## src/rtl/ray_segment_clip_macros.svh

```systemverilog
// ---------------------------------------------------------------------------
// ray_segment_clip assertion macros
// Shared property shapes for the ray clipping block.
// ---------------------------------------------------------------------------
`ifndef RAY_SEGMENT_CLIP_MACROS_SVH
`define RAY_SEGMENT_CLIP_MACROS_SVH

// same-cycle implication
`define RSC_ASSERT_IMPL(name, clk, rst, ante, cons, msg) \
   name: assert property (@(posedge clk) disable iff (rst) (ante) |-> (cons)) \
      else $error(msg);

// next-cycle implication
`define RSC_ASSERT_NEXT(name, clk, rst, ante, cons, msg) \
   name: assert property (@(posedge clk) disable iff (rst) (ante) |=> (cons)) \
      else $error(msg);

`endif

```

## src/rtl/rsc_pkg.sv

```systemverilog
`timescale 1ns / 1ps
// ---------------------------------------------------------------------------
// rsc_pkg
// Types, widths and helpers shared by the ray clipping block.
// ---------------------------------------------------------------------------
package rsc_pkg;

   localparam int COORD_W = 24;
   localparam int DIFF_W  = 25;
   localparam int MUL_W   = 26;
   localparam int PROD_W  = 52;
   localparam int S_BITS  = 16;
   localparam int Q_W     = S_BITS + 1;
   localparam int CNT_W   = 9;

   typedef logic signed [COORD_W-1:0] coord_type;
   typedef logic signed [DIFF_W-1:0]  diff_type;
   typedef logic signed [PROD_W-1:0]  prod_type;
   typedef logic        [PROD_W-1:0]  mag_type;
   typedef logic        [Q_W-1:0]     quot_type;

   typedef struct packed {
      logic busy;
      logic done;
   } div_status_type;

   // num/den inside the closed unit range, den nonzero
   function automatic logic in_unit(input prod_type num, input prod_type den);
      if (den > 0) begin
         return (num >= 0) && (num <= den);
      end
      return (num <= 0) && (num >= den);
   endfunction

endpackage

```

## src/rtl/rsc_frac_div.sv

```systemverilog
`timescale 1ns / 1ps
// ---------------------------------------------------------------------------
// rsc_frac_div
// Restoring divider: floor(num * 2^16 / den) for num <= den, one bit a cycle.
// ---------------------------------------------------------------------------
module rsc_frac_div
   import rsc_pkg::*;
(
   input  logic           clock,
   input  logic           reset,
   input  logic           start,
   input  mag_type        num,
   input  mag_type        den,
   output div_status_type status,
   output quot_type       quot
);

   localparam logic [4:0] LAST_STEP = 5'(S_BITS);

   logic              busy_ff, done_ff;
   logic [4:0]        step_ff;
   logic [PROD_W:0]   rem_ff, rem_in, shifted;
   mag_type           den_ff;
   quot_type          quot_ff;
   logic              ge;

   // first step compares without shifting (integer bit of the quotient)
   always_comb begin
      shifted = (step_ff == '0) ? rem_ff : {rem_ff[PROD_W-1:0], 1'b0};
      ge      = shifted >= {1'b0, den_ff};
      rem_in  = ge ? (shifted - {1'b0, den_ff}) : shifted;
   end

   always_ff @(posedge clock) begin
      if (reset) begin
         busy_ff <= 1'b0;
         done_ff <= 1'b0;
         step_ff <= '0;
      end else begin
         done_ff <= 1'b0;
         if (start) begin
            busy_ff <= 1'b1;
            step_ff <= '0;
         end else if (busy_ff) begin
            step_ff <= step_ff + 5'd1;
            if (step_ff == LAST_STEP) begin
               busy_ff <= 1'b0;
               done_ff <= 1'b1;
            end
         end
      end
   end

   always_ff @(posedge clock) begin
      if (start) begin
         rem_ff  <= {1'b0, num};
         den_ff  <= den;
         quot_ff <= '0;
      end else if (busy_ff) begin
         rem_ff  <= rem_in;
         quot_ff <= {quot_ff[Q_W-2:0], ge};
      end
   end

   assign status.busy = busy_ff;
   assign status.done = done_ff;
   assign quot        = quot_ff;

endmodule

```

## config.mk

```make
export PLATFORM = sky130hd
export DESIGN_NAME = rsc_frac_div
export DESIGN_NICKNAME = d
export VERILOG_FILES = /design/src/rtl/ray_segment_clip_macros.svh /design/src/rtl/rsc_pkg.sv /design/src/rtl/rsc_frac_div.sv
export SDC_FILE = /design/constraint.sdc
export NUM_CORES = 1
export LEC_CHECK = 0
export BUFFER_PORTS_ARGS = -buffer_cell sky130_fd_sc_hd__buf_2
export CAP_MARGIN = 5
export CORE_MARGIN = 5
export CORE_UTILIZATION = 55
export CTS_CLUSTER_DIAMETER = 120
export DETAILED_ROUTE_END_ITERATION = 10
export GPL_ROUTABILITY_DRIVEN = 0
export PLACE_DENSITY = 0.88
export SLEW_MARGIN = 0
export SYNTH_ARGS = -nofsm -noshare
export SYNTH_HDL_FRONTEND = slang
export SYNTH_SLANG_ARGS = --single-unit
```

## constraint.sdc

```tcl
create_clock -name clock -period 8.5 [get_ports clock]
set_clock_uncertainty 0.15 [all_clocks]
set_input_delay 1.275 -clock clock [delete_from_list [all_inputs] [get_ports clock]]
set_output_delay 1.275 -clock clock [all_outputs]
set_load 0.03 [all_outputs]
```

==> results <==
- The run finished with clean final reports.
- The number of cells on the worst reg-to-reg path is 16.
- The antenna violation net count after detailed routing is 0.
- In the final routed layout, each cell accounts on average for approximately 17 um.
- Following the worst setup path forward leads to its endpoint at rem_ff[49]$_DFFE_PP_.
- The reg-to-reg critical path endpoint is rem_ff[49]$_DFFE_PP_.
- The number of H-tree levels is 4.
- The post-DP HPWL is between 15000 and 20000 um.
- The pin count of the biggest net entering global routing is 94.
- The hold-fix buffer count after cts is 0.
- Of all nets on the critical path, the largest fanout is just over 90.
- The die is between 100 and 150 um tall.
- After synthesis, the mean cell area works out to 9.26 sq um.
- The final non-filler cell total is 1333.
- Fill cells in the final layout number 1346.
- Summing every instance area after synthesis gives 0.00936 sq mm.
- The count of inserted antenna diode cells is 0.
- After global routing the overflow that remains totals 0.
- The critical path is of the reg -> reg type.
- The total internal power is 1900 uW.
- After floorplanning, the core was divided into 47 placement rows.
- Setup repair after global routing left no endpoint under its margin.
- The total global-route track usage is about 23%.
- The worst hold path was traced through 2 stages.
- The path class of the tightest hold or removal check is reg -> reg.
- The clock network power share is 22.9%.
- The kind of end point of the critical path is a flop.
- The share of layout cells above drive strength 1 is 21.5%.
- The synthesis-to-finish area growth is 13.3%.
- Max-cap violations in this run came to 0.
- Pin placement for this block handled 126 I/O pins.
- The post-synthesis cell type count is 77.
- In this run the clock root is driven by a sky130_fd_sc_hd__clkbuf_16.
- After detailed placement, the design holds a cell count of 1301.
- The final design area excluding fillers is 0.0106 sq mm.
- Once the floorplan was initialized, standard cells occupied a little under three fifths of the core.
- The switching power is 1270 uW.
- The setup slack of the worst register-to-register path is 2.93 ns.
- The post-synthesis async set-or-reset flop share is 0%.
- The number of nets produced by synthesis is 1173.
- The start point of the critical path is step_ff[0]$_SDFFE_PP0P_.
- The actual transition at the worst max-transition pin is around 1.0 ns.
- Combinational logic burns 49.7% of the power.
- The final net count is 1262.
- The proportion of total power due to net switching is 40.2%.
- Of the synthesized area, sequential elements account for 38.7%.
- The TritonCTS clock tree is built.
- Summed over all cells, the static leakage comes to ~0.0046 uW.
- The insertion delay of the later-clocked pin in the worst-skew pair is 0.44 ns.
- The final number of max-transition violations is 0.
- Using the TritonRoute via totals, the vias-per-cell ratio works out to around 6.
- The commonest register cell after synthesis is sky130_fd_sc_hd__edfxtp_1.
- In this run the critical register-to-register path is launched from step_ff[0]$_SDFFE_PP0P_.
- The highest clock rate is roughly 180 MHz.
- The share of total power in sequential cells is 27.5%.
- The number of search-and-repair iterations in the first detailed-routing pass is 6.
- The synthesized design contains 129 register bits.
- Counting the buffers created by CTS gives 17.
- The hold violation total from the final report is 0.
- For this run, design rule violations remaining after detail routing come to 0.
- The detailed-route via count is ~8000.
- The maximum clock path buffer count is 2.
- The total area inside the core boundary comes to between 0.015 and 0.02 sq mm.
- Data arrives at the worst endpoint at ~5.6 ns.
- The share of synthesized area in the top cell type comes to 33.4%.
- The number of antenna violations at the first check in global routing is 0.
- IR analysis of the VDD net gives a maximum drop of 0.166 mV.
- Yosys mapped a number of flops with a built-in enable equal to 104.
- The cell accounting for the most synthesized area is sky130_fd_sc_hd__edfxtp_1.
- The type of element launching the critical path is a flop.
- The total power density per cell area is 299 mW/mm^2.
- For this design, the sink count on the clock tree is about 130.
- Headroom to the max-slew limit came out at between 30% and 40%.
- The die footprint is 0.0197 sq mm.
- The x dimension of the die is 140 um.
- Clock-pin slew was measured on the worst setup and hold paths at 0.07 ns.
- The first global-routing pass estimated about 38000 um of wire.
- After the first detailed-routing iteration, the DRC count stood at 760.
- For this block, the routed nets add up to 22700 um of wire.
- The via count of the first global-routing pass was between 7000 and 8000.
- Once the clock tree was built, the resizer swapped 0 gates to a different size.
- In this run the cell area measured after placement is 0.0100 sq mm.
- Yosys attributes the largest share of cell area to sky130_fd_sc_hd__edfxtp_1 33%, sky130_fd_sc_hd__ha_1 7.2%, sky130_fd_sc_hd__mux2_2 6.6%, sky130_fd_sc_hd__dfxtp_1 5.3%, sky130_fd_sc_hd__mux2i_1 4.4%.
- The count of endpoints failing setup in the final report is 0.
- The final-layout setup total negative slack is 0 ns.
- The final period utilization is 65.5%.
- The number of setup buffers added after CTS is 0.
- The endpoint required time on the critical path is 8.54 ns.
- Synthesis produced a netlist whose cell count is around 1000.
- Counting I/O delays and the setup requirement, the final critical path takes between 5 and 6 ns.
- Input and output buffers added on the ports amount to ~130.
- The warning count from the yosys run is 0.
-- worst min path at each step --
stage | start | to | slack [ns]
after detailed placement | quot[16]$_SDFFE_PP0P_ | quot[16]$_SDFFE_PP0P_ | 0.33
after floorplan | rem_ff[52]$_SDFFE_PP0P_ | rem_ff[52]$_SDFFE_PP0P_ | 0.32
final | rem_ff[52]$_SDFFE_PP0P_ | rem_ff[52]$_SDFFE_PP0P_ | 0.36
after global placement | quot[16]$_SDFFE_PP0P_ | quot[16]$_SDFFE_PP0P_ | 0.32
after CTS | rem_ff[52]$_SDFFE_PP0P_ | rem_ff[52]$_SDFFE_PP0P_ | 0.36
after global routing | quot[0]$_SDFFE_PP0P_ | quot[0]$_SDFFE_PP0P_ | 0.39
-- sequential cells by signal (all words and copies together), names as in the netlist --
register,flops
step_ff,5
done_ff,1
den_ff,52
rem_ff,53
busy_ff,1
quot,17
-- per-stage QoR --
stage | setup WS [ns] | hold WS [ns] | utilization [%] | total power, uW
after detailed placement | 2.99 | 0.331 | 60.2 | 2410
after global routing | 2.55 | 0.385 | 63.7 | 3390
after global placement | 3.20 | 0.322 | 60.2 | 2360
final | 2.93 | 0.362 | 63.7 | 3170
after floorplan | 3.99 | 0.317 | - | 2120
after CTS | 2.95 | 0.357 | 63.7 | 3150
-- cell type report --
class	count	area [sq um]	share of cell area, %
multi-input cells	752	5180	48.9
flip-flops and latches	129	3620	34.2
repair buffers	131	673	6.35
clock buffers	20	500	4.72
well taps	220	275	2.60
inverters	69	259	2.44
clock inverters	12	91.3	0.861
-- layer usage --
metal | vias to the layer above | wire length (um) | track usage [%]
met2 | 374 | 10600 | 36.7
met3 | 62 | 1700 | 5.56
met5 | - | 0 | 0
li1 | 3863 | - | -
met4 | 0 | 696 | 9.59
met1 | 3698 | 9730 | 30.6
-- worst max-delay path: stages (launching register included) --
cell,delay [ns]
sky130_fd_sc_hd__dfxtp_1,0.35
sky130_fd_sc_hd__inv_1,0.08
sky130_fd_sc_hd__ha_1,0.19
sky130_fd_sc_hd__nor4b_4,0.19
sky130_fd_sc_hd__buf_4,0.63
sky130_fd_sc_hd__mux2_2,0.43
sky130_fd_sc_hd__ha_1,0.40
sky130_fd_sc_hd__and3_1,0.24
sky130_fd_sc_hd__nand4_1,0.17
sky130_fd_sc_hd__nor4_1,0.42
sky130_fd_sc_hd__nand4_1,0.15
sky130_fd_sc_hd__and4bb_2,0.28
sky130_fd_sc_hd__o31ai_4,0.05
sky130_fd_sc_hd__buf_4,0.74
sky130_fd_sc_hd__and2_1,0.54
sky130_fd_sc_hd__a32o_1,0.23
sky130_fd_sc_hd__nor2_1,0.04
-- synth_stat cells (10+ instances only) --
master	number
sky130_fd_sc_hd__a31oi_1	12
sky130_fd_sc_hd__nand3_1	21
sky130_fd_sc_hd__nor2_1	98
sky130_fd_sc_hd__ha_1	54
sky130_fd_sc_hd__a21o_1	30
sky130_fd_sc_hd__xor2_1	13
sky130_fd_sc_hd__mux2i_1	41
sky130_fd_sc_hd__xnor2_1	26
sky130_fd_sc_hd__or3_1	11
sky130_fd_sc_hd__nor3_1	26
sky130_fd_sc_hd__o21ai_0	50
sky130_fd_sc_hd__inv_1	68
sky130_fd_sc_hd__edfxtp_1	104
sky130_fd_sc_hd__clkbuf_1	34
sky130_fd_sc_hd__mux2_2	55
sky130_fd_sc_hd__a21oi_1	80
sky130_fd_sc_hd__dfxtp_1	25
sky130_fd_sc_hd__nand4_1	17
sky130_fd_sc_hd__o21bai_1	10
sky130_fd_sc_hd__and3_1	14
sky130_fd_sc_hd__nand2_1	88
-- cell usage in the layout (no fill, tap or decap), types with 7 or more instances in the layout --
cell                        netlist  final
sky130_fd_sc_hd__buf_4            5      7
sky130_fd_sc_hd__nor3_1          26     26
sky130_fd_sc_hd__o21ai_0         50     50
sky130_fd_sc_hd__nand4_1         17     17
sky130_fd_sc_hd__a21o_1          30     30
sky130_fd_sc_hd__xor2_1          13     13
sky130_fd_sc_hd__inv_1           68     68
sky130_fd_sc_hd__and3_1          14     14
sky130_fd_sc_hd__dfxtp_1         25     25
sky130_fd_sc_hd__clkbuf_16        0     20
sky130_fd_sc_hd__or3_1           11     11
sky130_fd_sc_hd__ha_1            54     54
sky130_fd_sc_hd__nand2_1         88     87
sky130_fd_sc_hd__nand3_1         21     21
sky130_fd_sc_hd__nor2_1          98     98
sky130_fd_sc_hd__mux2i_1         41     41
sky130_fd_sc_hd__o21bai_1        10     10
sky130_fd_sc_hd__buf_2            9    124
sky130_fd_sc_hd__mux2_2          55     55
sky130_fd_sc_hd__a21oi_1         80     80
sky130_fd_sc_hd__xnor2_1         26     26
sky130_fd_sc_hd__a31oi_1         12     12
sky130_fd_sc_hd__edfxtp_1       104    104
-- power groups by stage --
stage	logic, uW	clock network, uW	registers, uW
6_report	1580	726	871
5_1_grt	1740	774	881
4_1_cts	1550	738	870
3_5_place_dp	1530	0	881
3_3_place_gp	1490	0	877
2_1_floorplan	1260	0	861
-- cells by family (layout without fill, tap and decap cells) --
logic type | Yosys count | after routing | synth area share [%]
AOI/OAI and AO/OA | 249 | 249 | 17.2
buffers and inverters | 130 | 232 | 6.07
DFF | 129 | 129 | 38.7
and+or+nand+nor | 312 | 312 | 15.8
adders and majority gates | 55 | 55 | 7.43
xor gates and xnor gates | 39 | 39 | 3.65
muxes | 97 | 97 | 11.1
No activity file was read; power rests on OpenSTA's default activity.
